`src/sv/ltsc_pkg.sv`:
```
// line track steer controller: shared widths, codes, reset values and types
// no dependencies; used by every other file of the block
`default_nettype none

package ltsc_pkg;

  localparam int TIME_W    = 32;
  localparam int ERR_W     = 16;
  localparam int DB_W      = 15;
  localparam int CFG_W     = 16;
  localparam int CFG_IDX_W = 3;
  localparam int MAG_W     = 16;
  localparam int STEER_W   = 17;
  localparam int MOT_W     = 2;
  localparam int CMD_W     = 2;

  localparam logic [MOT_W-1:0] MOT_STOP  = 2'd0;
  localparam logic [MOT_W-1:0] MOT_FWD   = 2'd1;
  localparam logic [MOT_W-1:0] MOT_LEFT  = 2'd2;
  localparam logic [MOT_W-1:0] MOT_RIGHT = 2'd3;

  localparam logic [CMD_W-1:0] CMD_NONE     = 2'd0;
  localparam logic [CMD_W-1:0] CMD_PLATFORM = 2'd1;
  localparam logic [CMD_W-1:0] CMD_STOP     = 2'd2;

  localparam logic [CFG_IDX_W-1:0] REG_DEADBAND = 3'd0;
  localparam logic [CFG_IDX_W-1:0] REG_GAIN     = 3'd1;
  localparam logic [CFG_IDX_W-1:0] REG_MAX      = 3'd2;
  localparam logic [CFG_IDX_W-1:0] REG_RECOVER  = 3'd3;
  localparam logic [CFG_IDX_W-1:0] REG_GAIT     = 3'd4;

  localparam logic [DB_W-1:0]  RST_DEADBAND = 15'd35;
  localparam logic [CFG_W-1:0] RST_GAIN     = 16'd5243;
  localparam logic [CFG_W-1:0] RST_MAX      = 16'd2048;
  localparam logic [CFG_W-1:0] RST_RECOVER  = 16'd500;
  localparam logic [CFG_W-1:0] RST_GAIT     = 16'd150;

  // steer decision handed from the steer unit to the control logic
  typedef struct packed {
    logic             turn_right;
    logic             turn_left;
    logic [MAG_W-1:0] mag;
  } steer_t;

endpackage

`default_nettype wire

```
`src/sv/ltsc_if.sv`:
```
// valid/ready channel interfaces for pass items and result items
// depends on ltsc_pkg for field widths
`default_nettype none

interface ltsc_in_if;
  logic                                valid;
  logic                                ready;
  logic [ltsc_pkg::TIME_W-1:0]         now_ms;
  logic [ltsc_pkg::CMD_W-1:0]          vision_cmd;
  logic                                track_valid;
  logic signed [ltsc_pkg::ERR_W-1:0]   track_error;

  modport source (output valid, now_ms, vision_cmd, track_valid, track_error, input ready);
  modport sink   (input valid, now_ms, vision_cmd, track_valid, track_error, output ready);
endinterface

interface ltsc_out_if;
  logic                                valid;
  logic                                ready;
  logic [ltsc_pkg::MOT_W-1:0]          motion;
  logic                                stand_pulse;
  logic                                params_update;
  logic signed [ltsc_pkg::STEER_W-1:0] steer_q8;
  logic                                boost_active;
  logic                                trot_tick;

  modport source (output valid, motion, stand_pulse, params_update, steer_q8, boost_active,
                  trot_tick, input ready);
  modport sink   (input valid, motion, stand_pulse, params_update, steer_q8, boost_active,
                  trot_tick, output ready);
endinterface

`default_nettype wire

```
`src/sv/line_track_steer_controller_core.sv`:
```
// line track steer controller top level: input register, control pass, result register
// depends on ltsc_pkg, ltsc_if and ltsc_steer
`default_nettype none

// One control pass per beat. A pass is captured in an input register, worked by
// combinational logic (a 17x16 multiply for the steer, then clamp and timer compares)
// and written with the state update into the result register, so the block takes a
// new pass every cycle while results are taken. The result register and the input
// register stall together when the result is not taken. Configuration writes through
// cfg_we/cfg_idx/cfg_data land on the next clock; write them only while no pass is in
// flight. There is no clearing pass after reset.
module line_track_steer_controller_core (
  input  wire logic                              clk,
  input  wire logic                              rst_n,
  ltsc_in_if.sink                                in_bus,
  ltsc_out_if.source                             out_bus,
  input  wire logic                              cfg_we,
  input  wire logic [ltsc_pkg::CFG_IDX_W-1:0]    cfg_idx,
  input  wire logic [ltsc_pkg::CFG_W-1:0]        cfg_data
);

  // configuration
  logic [ltsc_pkg::DB_W-1:0]  deadband_r;
  logic [ltsc_pkg::CFG_W-1:0] gain_r, max_r, recover_r, gait_r;

  // input register
  logic                              in_v_r;
  logic [ltsc_pkg::TIME_W-1:0]       now_r;
  logic [ltsc_pkg::CMD_W-1:0]        cmd_r;
  logic                              tvalid_r;
  logic signed [ltsc_pkg::ERR_W-1:0] err_r;

  // controller state
  logic [ltsc_pkg::MOT_W-1:0]  cur_r, cur_nxt;
  logic [ltsc_pkg::MOT_W-1:0]  recov_r, recov_nxt;
  logic [ltsc_pkg::TIME_W-1:0] lgait_r, lgait_nxt;
  logic [ltsc_pkg::TIME_W-1:0] ltrack_r, ltrack_nxt;
  logic                        seen_r, seen_nxt;
  logic                        boost_r, boost_nxt;

  // result register
  logic                               out_v_r;
  logic [ltsc_pkg::MOT_W-1:0]         o_motion_r;
  logic                               o_stand_r, o_upd_r, o_boost_r, o_tick_r;
  logic signed [ltsc_pkg::STEER_W-1:0] o_steer_r;

  logic                                stand_nxt, upd_nxt, tick_nxt;
  logic signed [ltsc_pkg::STEER_W-1:0] steer_nxt;
  logic [ltsc_pkg::TIME_W-1:0]         lost;
  logic                                is_cmd;
  logic                                advance;
  ltsc_pkg::steer_t                    steer;

  assign advance      = in_v_r && (!out_v_r || out_bus.ready);
  assign in_bus.ready = !in_v_r || advance;

  ltsc_steer u_steer (
    .track_error (err_r),
    .deadband    (deadband_r),
    .gain_q16    (gain_r),
    .max_q8      (max_r),
    .steer       (steer)
  );

  assign lost   = now_r - ltrack_r;
  assign is_cmd = (cmd_r == ltsc_pkg::CMD_PLATFORM) || (cmd_r == ltsc_pkg::CMD_STOP);

  always_comb begin
    cur_nxt    = cur_r;
    recov_nxt  = recov_r;
    lgait_nxt  = lgait_r;
    ltrack_nxt = ltrack_r;
    seen_nxt   = seen_r;
    boost_nxt  = boost_r;
    stand_nxt  = 1'b0;
    upd_nxt    = 1'b0;
    tick_nxt   = 1'b0;
    steer_nxt  = '0;

    if (is_cmd) begin
      seen_nxt   = 1'b0;
      ltrack_nxt = now_r;
      recov_nxt  = ltsc_pkg::MOT_FWD;
      stand_nxt  = (cur_nxt != ltsc_pkg::MOT_STOP);
      cur_nxt    = ltsc_pkg::MOT_STOP;
      if (cmd_r == ltsc_pkg::CMD_PLATFORM) begin
        boost_nxt = 1'b1;
      end
    end

    if (tvalid_r) begin
      seen_nxt   = 1'b1;
      ltrack_nxt = now_r;
      upd_nxt    = 1'b1;
      if (steer.turn_right) begin
        steer_nxt = {1'b0, steer.mag};
        recov_nxt = ltsc_pkg::MOT_RIGHT;
        cur_nxt   = ltsc_pkg::MOT_RIGHT;
      end else if (steer.turn_left) begin
        steer_nxt = ltsc_pkg::STEER_W'(0) - $signed({1'b0, steer.mag});
        recov_nxt = ltsc_pkg::MOT_LEFT;
        cur_nxt   = ltsc_pkg::MOT_LEFT;
      end else begin
        recov_nxt = ltsc_pkg::MOT_FWD;
        cur_nxt   = ltsc_pkg::MOT_FWD;
      end
    end else if (seen_nxt) begin
      // lost time is taken from the track time before this pass
      if (lost < {16'd0, recover_r}) begin
        cur_nxt = recov_nxt;
      end else begin
        stand_nxt = stand_nxt | (cur_nxt != ltsc_pkg::MOT_STOP);
        cur_nxt   = ltsc_pkg::MOT_STOP;
      end
    end

    if ((cur_nxt != ltsc_pkg::MOT_STOP) && ((now_r - lgait_r) >= {16'd0, gait_r})) begin
      lgait_nxt = now_r;
      tick_nxt  = 1'b1;
    end
  end

  always_ff @(posedge clk) begin
    if (!rst_n) begin
      deadband_r <= ltsc_pkg::RST_DEADBAND;
      gain_r     <= ltsc_pkg::RST_GAIN;
      max_r      <= ltsc_pkg::RST_MAX;
      recover_r  <= ltsc_pkg::RST_RECOVER;
      gait_r     <= ltsc_pkg::RST_GAIT;
    end else if (cfg_we) begin
      unique case (cfg_idx)
        ltsc_pkg::REG_DEADBAND: deadband_r <= cfg_data[ltsc_pkg::DB_W-1:0];
        ltsc_pkg::REG_GAIN:     gain_r     <= cfg_data;
        ltsc_pkg::REG_MAX:      max_r      <= cfg_data;
        ltsc_pkg::REG_RECOVER:  recover_r  <= cfg_data;
        ltsc_pkg::REG_GAIT:     gait_r     <= cfg_data;
        default: ;
      endcase
    end
  end

  always_ff @(posedge clk) begin
    if (!rst_n) begin
      in_v_r <= 1'b0;
    end else if (in_bus.ready) begin
      in_v_r <= in_bus.valid;
    end
  end

  always_ff @(posedge clk) begin
    if (in_bus.valid && in_bus.ready) begin
      now_r    <= in_bus.now_ms;
      cmd_r    <= in_bus.vision_cmd;
      tvalid_r <= in_bus.track_valid;
      err_r    <= in_bus.track_error;
    end
  end

  always_ff @(posedge clk) begin
    if (!rst_n) begin
      cur_r    <= ltsc_pkg::MOT_FWD;
      recov_r  <= ltsc_pkg::MOT_FWD;
      lgait_r  <= '0;
      ltrack_r <= '0;
      seen_r   <= 1'b0;
      boost_r  <= 1'b0;
    end else if (advance) begin
      cur_r    <= cur_nxt;
      recov_r  <= recov_nxt;
      lgait_r  <= lgait_nxt;
      ltrack_r <= ltrack_nxt;
      seen_r   <= seen_nxt;
      boost_r  <= boost_nxt;
    end
  end

  always_ff @(posedge clk) begin
    if (!rst_n) begin
      out_v_r <= 1'b0;
    end else if (advance) begin
      out_v_r <= 1'b1;
    end else if (out_bus.ready) begin
      out_v_r <= 1'b0;
    end
  end

  always_ff @(posedge clk) begin
    if (advance) begin
      o_motion_r <= cur_nxt;
      o_stand_r  <= stand_nxt;
      o_upd_r    <= upd_nxt;
      o_steer_r  <= steer_nxt;
      o_boost_r  <= boost_nxt;
      o_tick_r   <= tick_nxt;
    end
  end

  assign out_bus.valid         = out_v_r;
  assign out_bus.motion        = o_motion_r;
  assign out_bus.stand_pulse   = o_stand_r;
  assign out_bus.params_update = o_upd_r;
  assign out_bus.steer_q8      = o_steer_r;
  assign out_bus.boost_active  = o_boost_r;
  assign out_bus.trot_tick     = o_tick_r;

endmodule

`default_nettype wire

```
`src/sv/ltsc_steer.sv`:
```
// steer unit: deadband test, |error| times q16 gain, clamp to max steer
// depends on ltsc_pkg
`default_nettype none

module ltsc_steer (
  input  wire logic signed [ltsc_pkg::ERR_W-1:0] track_error,
  input  wire logic [ltsc_pkg::DB_W-1:0]         deadband,
  input  wire logic [ltsc_pkg::CFG_W-1:0]        gain_q16,
  input  wire logic [ltsc_pkg::CFG_W-1:0]        max_q8,
  output ltsc_pkg::steer_t                       steer
);

  logic [ltsc_pkg::ERR_W:0]                     err_ext;
  logic [ltsc_pkg::ERR_W:0]                     abs_err;
  logic [ltsc_pkg::ERR_W+ltsc_pkg::CFG_W:0]     prod;
  logic [ltsc_pkg::ERR_W+ltsc_pkg::CFG_W-8:0]   scaled;
  logic                                         outside;

  assign err_ext = {track_error[ltsc_pkg::ERR_W-1], track_error};
  // 17 bits so that the most negative error has a magnitude
  assign abs_err = track_error[ltsc_pkg::ERR_W-1] ? ((ltsc_pkg::ERR_W+1)'(0) - err_ext)
                                                  : err_ext;
  assign prod    = {{ltsc_pkg::CFG_W{1'b0}}, abs_err} *
                   {{(ltsc_pkg::ERR_W+1){1'b0}}, gain_q16};
  assign scaled  = prod[ltsc_pkg::ERR_W+ltsc_pkg::CFG_W:8];
  assign outside = abs_err > {2'b00, deadband};

  always_comb begin
    steer.turn_right = outside && !track_error[ltsc_pkg::ERR_W-1];
    steer.turn_left  = outside && track_error[ltsc_pkg::ERR_W-1];
    if (scaled > {{(ltsc_pkg::ERR_W+1-8){1'b0}}, max_q8}) begin
      steer.mag = max_q8;
    end else begin
      steer.mag = scaled[ltsc_pkg::MAG_W-1:0];
    end
  end

endmodule

`default_nettype wire

```
`src/flat_wrapper.sv`:
```
// flat-port wrapper written by rule: the top's interface ports become plain ports
module line_track_steer_controller_core_flat 
  (clk, rst_n, cfg_we, cfg_idx, cfg_data, in_bus_valid, in_bus_now_ms, in_bus_vision_cmd, in_bus_track_valid, in_bus_track_error, in_bus_ready, out_bus_valid, out_bus_motion, out_bus_stand_pulse, out_bus_params_update, out_bus_steer_q8, out_bus_boost_active, out_bus_trot_tick, out_bus_ready);
  ltsc_in_if in_bus_i ();
  ltsc_out_if out_bus_i ();
  input  wire logic clk;
  input  wire logic rst_n;
  input  wire logic cfg_we;
  input  wire logic [ltsc_pkg::CFG_IDX_W-1:0] cfg_idx;
  input  wire logic [ltsc_pkg::CFG_W-1:0] cfg_data;
  input wire logic [$bits(in_bus_i.valid)-1:0] in_bus_valid;
  input wire logic [$bits(in_bus_i.now_ms)-1:0] in_bus_now_ms;
  input wire logic [$bits(in_bus_i.vision_cmd)-1:0] in_bus_vision_cmd;
  input wire logic [$bits(in_bus_i.track_valid)-1:0] in_bus_track_valid;
  input wire logic [$bits(in_bus_i.track_error)-1:0] in_bus_track_error;
  output wire logic [$bits(in_bus_i.ready)-1:0] in_bus_ready;
  output wire logic [$bits(out_bus_i.valid)-1:0] out_bus_valid;
  output wire logic [$bits(out_bus_i.motion)-1:0] out_bus_motion;
  output wire logic [$bits(out_bus_i.stand_pulse)-1:0] out_bus_stand_pulse;
  output wire logic [$bits(out_bus_i.params_update)-1:0] out_bus_params_update;
  output wire logic [$bits(out_bus_i.steer_q8)-1:0] out_bus_steer_q8;
  output wire logic [$bits(out_bus_i.boost_active)-1:0] out_bus_boost_active;
  output wire logic [$bits(out_bus_i.trot_tick)-1:0] out_bus_trot_tick;
  input wire logic [$bits(out_bus_i.ready)-1:0] out_bus_ready;
  assign in_bus_i.valid = in_bus_valid;
  assign in_bus_i.now_ms = in_bus_now_ms;
  assign in_bus_i.vision_cmd = in_bus_vision_cmd;
  assign in_bus_i.track_valid = in_bus_track_valid;
  assign in_bus_i.track_error = in_bus_track_error;
  assign in_bus_ready = in_bus_i.ready;
  assign out_bus_valid = out_bus_i.valid;
  assign out_bus_motion = out_bus_i.motion;
  assign out_bus_stand_pulse = out_bus_i.stand_pulse;
  assign out_bus_params_update = out_bus_i.params_update;
  assign out_bus_steer_q8 = out_bus_i.steer_q8;
  assign out_bus_boost_active = out_bus_i.boost_active;
  assign out_bus_trot_tick = out_bus_i.trot_tick;
  assign out_bus_i.ready = out_bus_ready;
  line_track_steer_controller_core u_core (.clk(clk), .rst_n(rst_n), .in_bus(in_bus_i), .out_bus(out_bus_i), .cfg_we(cfg_we), .cfg_idx(cfg_idx), .cfg_data(cfg_data));
endmodule
```
`config.mk`:
```
export PLATFORM = sky130hd
export DESIGN_NAME = line_track_steer_controller_core_flat
export DESIGN_NICKNAME = d
export VERILOG_FILES = /design/src/sv/ltsc_pkg.sv /design/src/sv/ltsc_if.sv /design/src/sv/line_track_steer_controller_core.sv /design/src/sv/ltsc_steer.sv /design/src/flat_wrapper.sv
export SDC_FILE = /design/constraint.sdc
export NUM_CORES = 1
export LEC_CHECK = 0
export BUFFER_PORTS_ARGS = -buffer_cell sky130_fd_sc_hd__buf_2
export CAP_MARGIN = 25
export CELL_PAD_IN_SITES_DETAIL_PLACEMENT = 0
export CELL_PAD_IN_SITES_GLOBAL_PLACEMENT = 1
export CORE_MARGIN = 2
export CORE_UTILIZATION = 28
export DETAILED_ROUTE_END_ITERATION = 6
export HOLD_SLACK_MARGIN = 0.02
export PLACE_DENSITY = 0.55
export SYNTH_ARGS = -nofsm -noshare
export SYNTH_HDL_FRONTEND = slang
export SYNTH_SLANG_ARGS = --single-unit
```
`constraint.sdc`:
```
create_clock -name clk -period 10.1 [get_ports clk]
set_clock_uncertainty 0.15 [all_clocks]
set_input_delay 2.02 -clock clk [delete_from_list [all_inputs] [get_ports clk]]
set_output_delay 2.02 -clock clk [all_outputs]
set_load 0.02 [all_outputs]
```
# [Word-level counts from Yosys, hierarchy flattened]
# Cells that the tools add are included.
[op_classes] addsub=4 n_mul=1 order_cmp=4 eq_ne=6 muxes=26 bitwise=3 n_reduce_logical=25
[ops] operator="$mux 32" count=2
[ops] operator="$sub 32x32->32" count=2
[ops] operator="$mux 16" count=3
[ops] operator="$sub 1x16->17 const A" count=2
[ops] operator="$mul 17x16->33" count=1
[ops] operator="$ge 32x16->1" count=1
[ops] operator="$lt 32x16->1" count=1
[ops] operator="$gt 25x16->1" count=1
[ops] operator="$gt 17x15->1" count=1
[ops] operator="$mux 17" count=1
[ops] operator="$mux 2" count=8
[ops] operator="$reduce_and 2->1" count=7
[ops] operator="$mux 1" count=12
[ops] operator="$reduce_bool 2->1" count=5
[ops] operator="$eq 3x2->1 const B" count=2
[ops] operator="$logic_and 1x1->1" count=5
[ops] operator="$eq 3x1->1 const B" count=1
[ops] operator="$eq 3x3->1 const B" count=1
[ops] operator="$logic_not 1->1" count=3
[ops] operator="$logic_not 3->1" count=1
[ops] operator="$logic_or 1x1->1" count=3
[ops] operator="$reduce_or 3->1" count=1
[ops] operator="$eq 2x1->1 const B" count=1
[ops] operator="$eq 2x2->1 const B" count=1
[ops] operator="other kinds (2)" count=3
[totals] ff_bits=225 input_bits=75 output_inout_bits=25

# [Depth between registers and ports, before layout]
[depth] ltp_word=10 ltp_mapped=46 depth_no_buf=43

# [By module]
# Synthesis repeated with hierarchy kept, for this count alone.
[hier_totals] hier_cells=2841 hier_area_um2=23701.5
[modules_own_cells] module="line_track_steer_controller_core" n_inst=1 cells_per_inst=1586 area_each_um2=13260.2
[modules_own_cells] module="ltsc_steer" n_inst=1 cells_per_inst=1255 area_each_um2=10441.3

# [Worst setup path after synthesis]
# Ideal clock, no wire load.
[synth_timing] path_kind="register to register" start="register u_core.err_r[0] (netlist bit)" end="register u_core.o_steer_r (netlist bit u_core.out_bus.steer_q8[14]) (data pin)" setup_ps=267 t_arrival_ps=10459 required_time_ps=9683 path_slack_ps=-776 path_stages_with_launch=44 path_buffers=3 synth_period_minus_slack_ps=10876 cell_sequence="edfxtp_1 > clkbuf_1 > inv_1 > ha_1 > nand3b_1 > nor2_1 > nand2_1 > nand2_1 > xnor2_1 > clkbuf_1 > nand2_1 > fa_1 > fa_1 > fa_1 > inv_1 > fa_1 > fa_1 > inv_1 > (+8 left out) > nor2_1 > o21ba_2 > xnor2_1 > ha_1 > a22oi_1 > nand2_1 > a211oi_1 > a211oi_1 > a2111oi_1 > nand4b_1 > nor3_2 > mux2i_1 > ha_1 > or4b_1 > a2111oi_0 > a31o_2 > o211ai_1 > nor3b_1"
[synth_between] elab_chain_cells=8
[synth_rtl] element="from (decl)" line_no="line_track_steer_controller_core.sv:31" source="logic signed [ltsc_pkg::ERR_W-1:0] err_r;"
[synth_rtl] element="from (signal assigned)" line_no="line_track_steer_controller_core.sv:155" source="err_r <= in_bus.track_error;"
[synth_rtl] element="$sub 1x16->17" line_no="ltsc_steer.sv:21" source="assign abs_err = track_error[ltsc_pkg::ERR_W-1] ? ((ltsc_pkg::ERR_W+1)'(0) - err_ext)"
[synth_rtl] element="$mux 17 *" line_no="ltsc_steer.sv:21"
[synth_rtl] element="$mul 17x16->33" line_no="ltsc_steer.sv:23" source="assign prod = {{ltsc_pkg::CFG_W{1'b0}}, abs_err} *"
[synth_rtl] element="$gt 25x16->1" line_no="ltsc_steer.sv:31" source="if (scaled > {{(ltsc_pkg::ERR_W+1-8){1'b0}}, max_q8}) begin"
[synth_rtl] element="$mux 16" line_no="ltsc_steer.sv:31"
[synth_rtl] element="$sub 1x16->17" line_no="line_track_steer_controller_core.sv:100" source="steer_nxt = ltsc_pkg::STEER_W'(0) - $signed({1'b0, steer.mag});"
[synth_rtl] element="$mux 16" line_no="line_track_steer_controller_core.sv:99" source="end else if (steer.turn_left) begin"
[synth_rtl] element="$mux 16 *" line_no="line_track_steer_controller_core.sv:95" source="if (steer.turn_right) begin"
[synth_rtl] element="to (signal assigned)" line_no="line_track_steer_controller_core.sv:192" source="o_steer_r <= steer_nxt;"
[synth_rtl] element="to (decl)" line_no="line_track_steer_controller_core.sv:45" source="logic signed [ltsc_pkg::STEER_W-1:0] o_steer_r;"
# Mark *: on every way between the ends. The rest lies on a longest branch, timed or not.
# A chain may end at the register's enable or synchronous reset.

# [Worst setup path in the final report]
[layout_timing] start="register u_core.err_r[2] (netlist bit)" end="register u_core.o_steer_r (netlist bit u_core.out_bus.steer_q8[16]) (data pin)"
[layout_between] elab_chain_cells=6
[layout_rtl] element="$sub 1x16->17" line_no="ltsc_steer.sv:21"
[layout_rtl] element="$mux 17 *" line_no="ltsc_steer.sv:21"
[layout_rtl] element="$mul 17x16->33 / $gt 17x15->1 (equally long branches)" line_no="ltsc_steer.sv:23, ltsc_steer.sv:26"
[layout_rtl] element="$gt 25x16->1 / $logic_and 1x1->1 (equally long branches)" line_no="ltsc_steer.sv:31, ltsc_steer.sv:30"
[layout_rtl] element="$mux 16 / $not 1->1 (equally long branches)"
[layout_rtl] element="$sub 1x16->17 / $reduce_or 3->1 (equally long branches)"
# Marked as above.

==> summary.md <==
| Metric | Value |
|---|---|
| Worst Max-Slew Pin Slew | `917.0 ps` |
| Hold WC Path Type | `register to register` |
| Synth-to-Final Area Change | `21.83%` |
| Nets | `3719` |
| Clock sink total | `225` |
| Hold depth | `2` |
| # DRC | `0` |
| Worst Path Max Fanout | `9` |
| Chip Height | `300.0 µm` |
| Area leader, netlist | `fa_1` |
| DP Area | `~28000 µm²` |
| Final Hold Vio Count | `0` |
| EDFF count, synth | `74` |
| Post-synthesis cell type count | `94` |
| Share of the synthesized area in the top cell type | `17.05%` |
| Final setup vio count | `2` |
| Fin util | `34.46%` |
| TritonCTS clock tree | `built` |
| Startpoint Class | `register` |
| Vias in the first global route | `22410` |
| ANT cells | `0` |
| Initial antenna violation count | `0` |
| Unrepaired setup endpoints after global routing | `yes` |
| CTS clk-pin slew, worst paths | `70 ps` |
| Total gr overflow | `0` |
| Slew Limit Headroom | `38.34%` |
| First-pass GRT wire length | `around 130000 µm` |
| DR WL/cell | `19.36 µm` |
| CP bufs+invs | `5` |
| Die width | `about 300 µm` |
| TritonCTS Buffers | `29` |
| Full die area | `90010 µm²` |
| Detail Route Antenna Nets | `0` |
| Most frequent CP cell | `fa_1` |
| Period utilization | `100.4%` |
| Iter 0 DRT Violations | `964` |
| Max-Cap Viols | `0` |
| CP peak stage delay | `590 ps` |
| Sum Neg Setup Slack | `-78.62 ps` |
| Crit path depth | `38` |
| Async SR Flop Fraction | `0%` |
| CTS max path bufs | `3` |
| Final WL | `84830 µm` |
| Register area share after synthesis | `between 20% and 30%` |
| Layout cells sized above 1 | `18.04%` |
| Fillers | `9210` |
| Failing checks | `negative setup slack` |
| CP Class | `register to register` |
| IO buf count | `about 100` |
| Via count | `between 20000 and 25000` |
| Setup WS pre-CTS | `-638.6 ps` |
| Cells taking the most area after synthesis | `fa_1 17%, dfxtp_1 12%, ha_1 12%` |
| Arrival @ worst endpoint | `roughly 10000 ps` |
| H-tree levels | `1` |
| Dominant synthesized flop cell | `dfxtp_1` |
| Cells after Synth | `2939` |
| Post-DP HPWL | `69350 µm` |
| Status | `finished, violations left` |
| Cell Rows | `approximately 110` |
| Yosys reg bits | `225` |
| Slowest-stage cell, CP | `fa_1` |
| R2R depth | `38` |
| Clk root buf | `clkbuf_16` |
| PnR worst setup slack | `-44.53 ps` |
| Cell family with most CP delay | `adder cells` |
| Largest net degree at the start of global routing | `89` |
| Detailed-router iteration count before antenna repair | `7` |
| Initial core utilization | `28.28%` |
| Tmin final | `10140 ps` |
| Nature of the critical path endpoint | `register` |
| GRT Util Overall | `18.85%` |
| Worst-Skew Late Latency | `600 ps` |
| Final Cell Area | `about 30000 µm²` |
| I/O pins | `100` |
| Most frequent cells in the layout | `524 x nand2_1, 398 x inv_1, 233 x buf_4` |
| Via density | `4.850` |
| Core Region | `between 80000 and 90000 µm²` |
| Commonest non-fill, non-tap cell in the layout | `nand2_1` |
| Peak Freq | `approximately 0.1 GHz` |
| Data required, critical path | `10280 ps` |
| Global placement routability congestion | `0.9160` |
| Post-Syn Area | `24530 µm²` |
| Max-slew violation count | `0` |
| YS warnings | `0` |
| Syn avg cell area | `8.348 µm²` |
==> synth_stat cells (11+ instances only) <==
cell      instances
nand2_1         539
inv_1           414
ha_1            230
fa_1            209
dfxtp_1         151
and2_1          130
a21oi_1         108
clkbuf_1        105
nor2_1          101
a21boi_0         98
o21ai_0          80
edfxtp_1         74
xnor2_1          60
nand3_1          45
mux2i_1          43
a21o_1           39
nand4_1          37
a211oi_1         33
nor3_1           33
o211ai_1         32
o21a_1           30
xor2_1           24
nor4_1           19
o31ai_1          19
nand2b_1         18
and3_1           17
nor2b_1          17
buf_2            14
a31oi_1          12
or3_1            11
==> metrics by stage <==
stage                     cells  hold WS (ps)
after floorplan            2953         284.7
after global placement     4284         292.9
after detailed placement   4284         296.4
after CTS                  4369         310.0
after global routing       4382         318.4
final                      4382         305.5
==> timing repair <==
action                                  CTS  global route
hold buffers                              0             0
cloned                                    1             1
setup buffers                            31            11
resized for setup                       138            28
pin swaps                               105            21
endpoints found under the setup margin    8             8
==> logic make-up after synthesis <==
family / share of synthesized area (%)
and+or+nand+nor: 19.48
AOI/OAI and AO/OA: 16.55
buffers and inverters: 8.624
adders and majority gates: 28.78
DFF: 21.38
xor gates and xnor gates: 3.065
muxes: 2.091
other: 0.03061
==> worst register-to-register path: cells and delay by family, from the launching register on <==
family          cells  cell delay (ps)
compound gates      6              890
simple gates       15             3350
xor+xnor            2              330
mux                 1              280
buf+inv             5              710
fa+ha+maj           9             3770
flops               1              400
==> registers in the layout, summed over array words and instances, names as in the netlist, 2 cells and up <==
register,flops
u_core.lgait_r,32
u_core.ltrack_r,32
u_core.now_r,32
u_core.out_bus.steer_q8,17
u_core.err_r,16
u_core.gain_r,16
u_core.gait_r,16
u_core.max_r,16
u_core.recover_r,16
u_core.deadband_r,15
u_core.cmd_r,2
u_core.cur_r,2
u_core.out_bus.motion,2
u_core.recov_r,2
==> area by class of cell <==
type,count,area (µm²),area share (%)
clock buffer,35,778.2,2.604
clock inverter,18,157.7,0.5274
inverter,415,1558,5.211
multi-input combinational,2185,18180,60.84
sequential,225,5245,17.55
tap,1155,1445,4.835
timing repair buffer,349,2522,8.439
==> path summary, 6_finish.rpt <==
| path | start | slack, ps | to |
|---|---|---|---|
| max reg2reg | u_core.err_r[2]$_DFFE_PP_ | -40 | u_core.out_bus.steer_q8[16]$_SDFFCE_PP0P_ |
| min reg2reg | u_core.lgait_r[8]$_SDFFE_PN0P_ | 310 | u_core.lgait_r[8]$_SDFFE_PN0P_ |
| min | u_core.lgait_r[8]$_SDFFE_PN0P_ | 310 | u_core.lgait_r[8]$_SDFFE_PN0P_ |
| max | u_core.err_r[2]$_DFFE_PP_ | -40 | u_core.out_bus.steer_q8[16]$_SDFFCE_PP0P_ |
==> per-layer routing <==
layer  global-route usage (%)  part of all wire [%]
met2                    34.18                    50
met4                    3.274                   1.6
met1                    24.64                    46
met5                        0                     0
met3                    1.460                   2.6
Power is not shown: default switching activity piles up to over one toggle a cycle in this logic, so the estimate is an artifact.
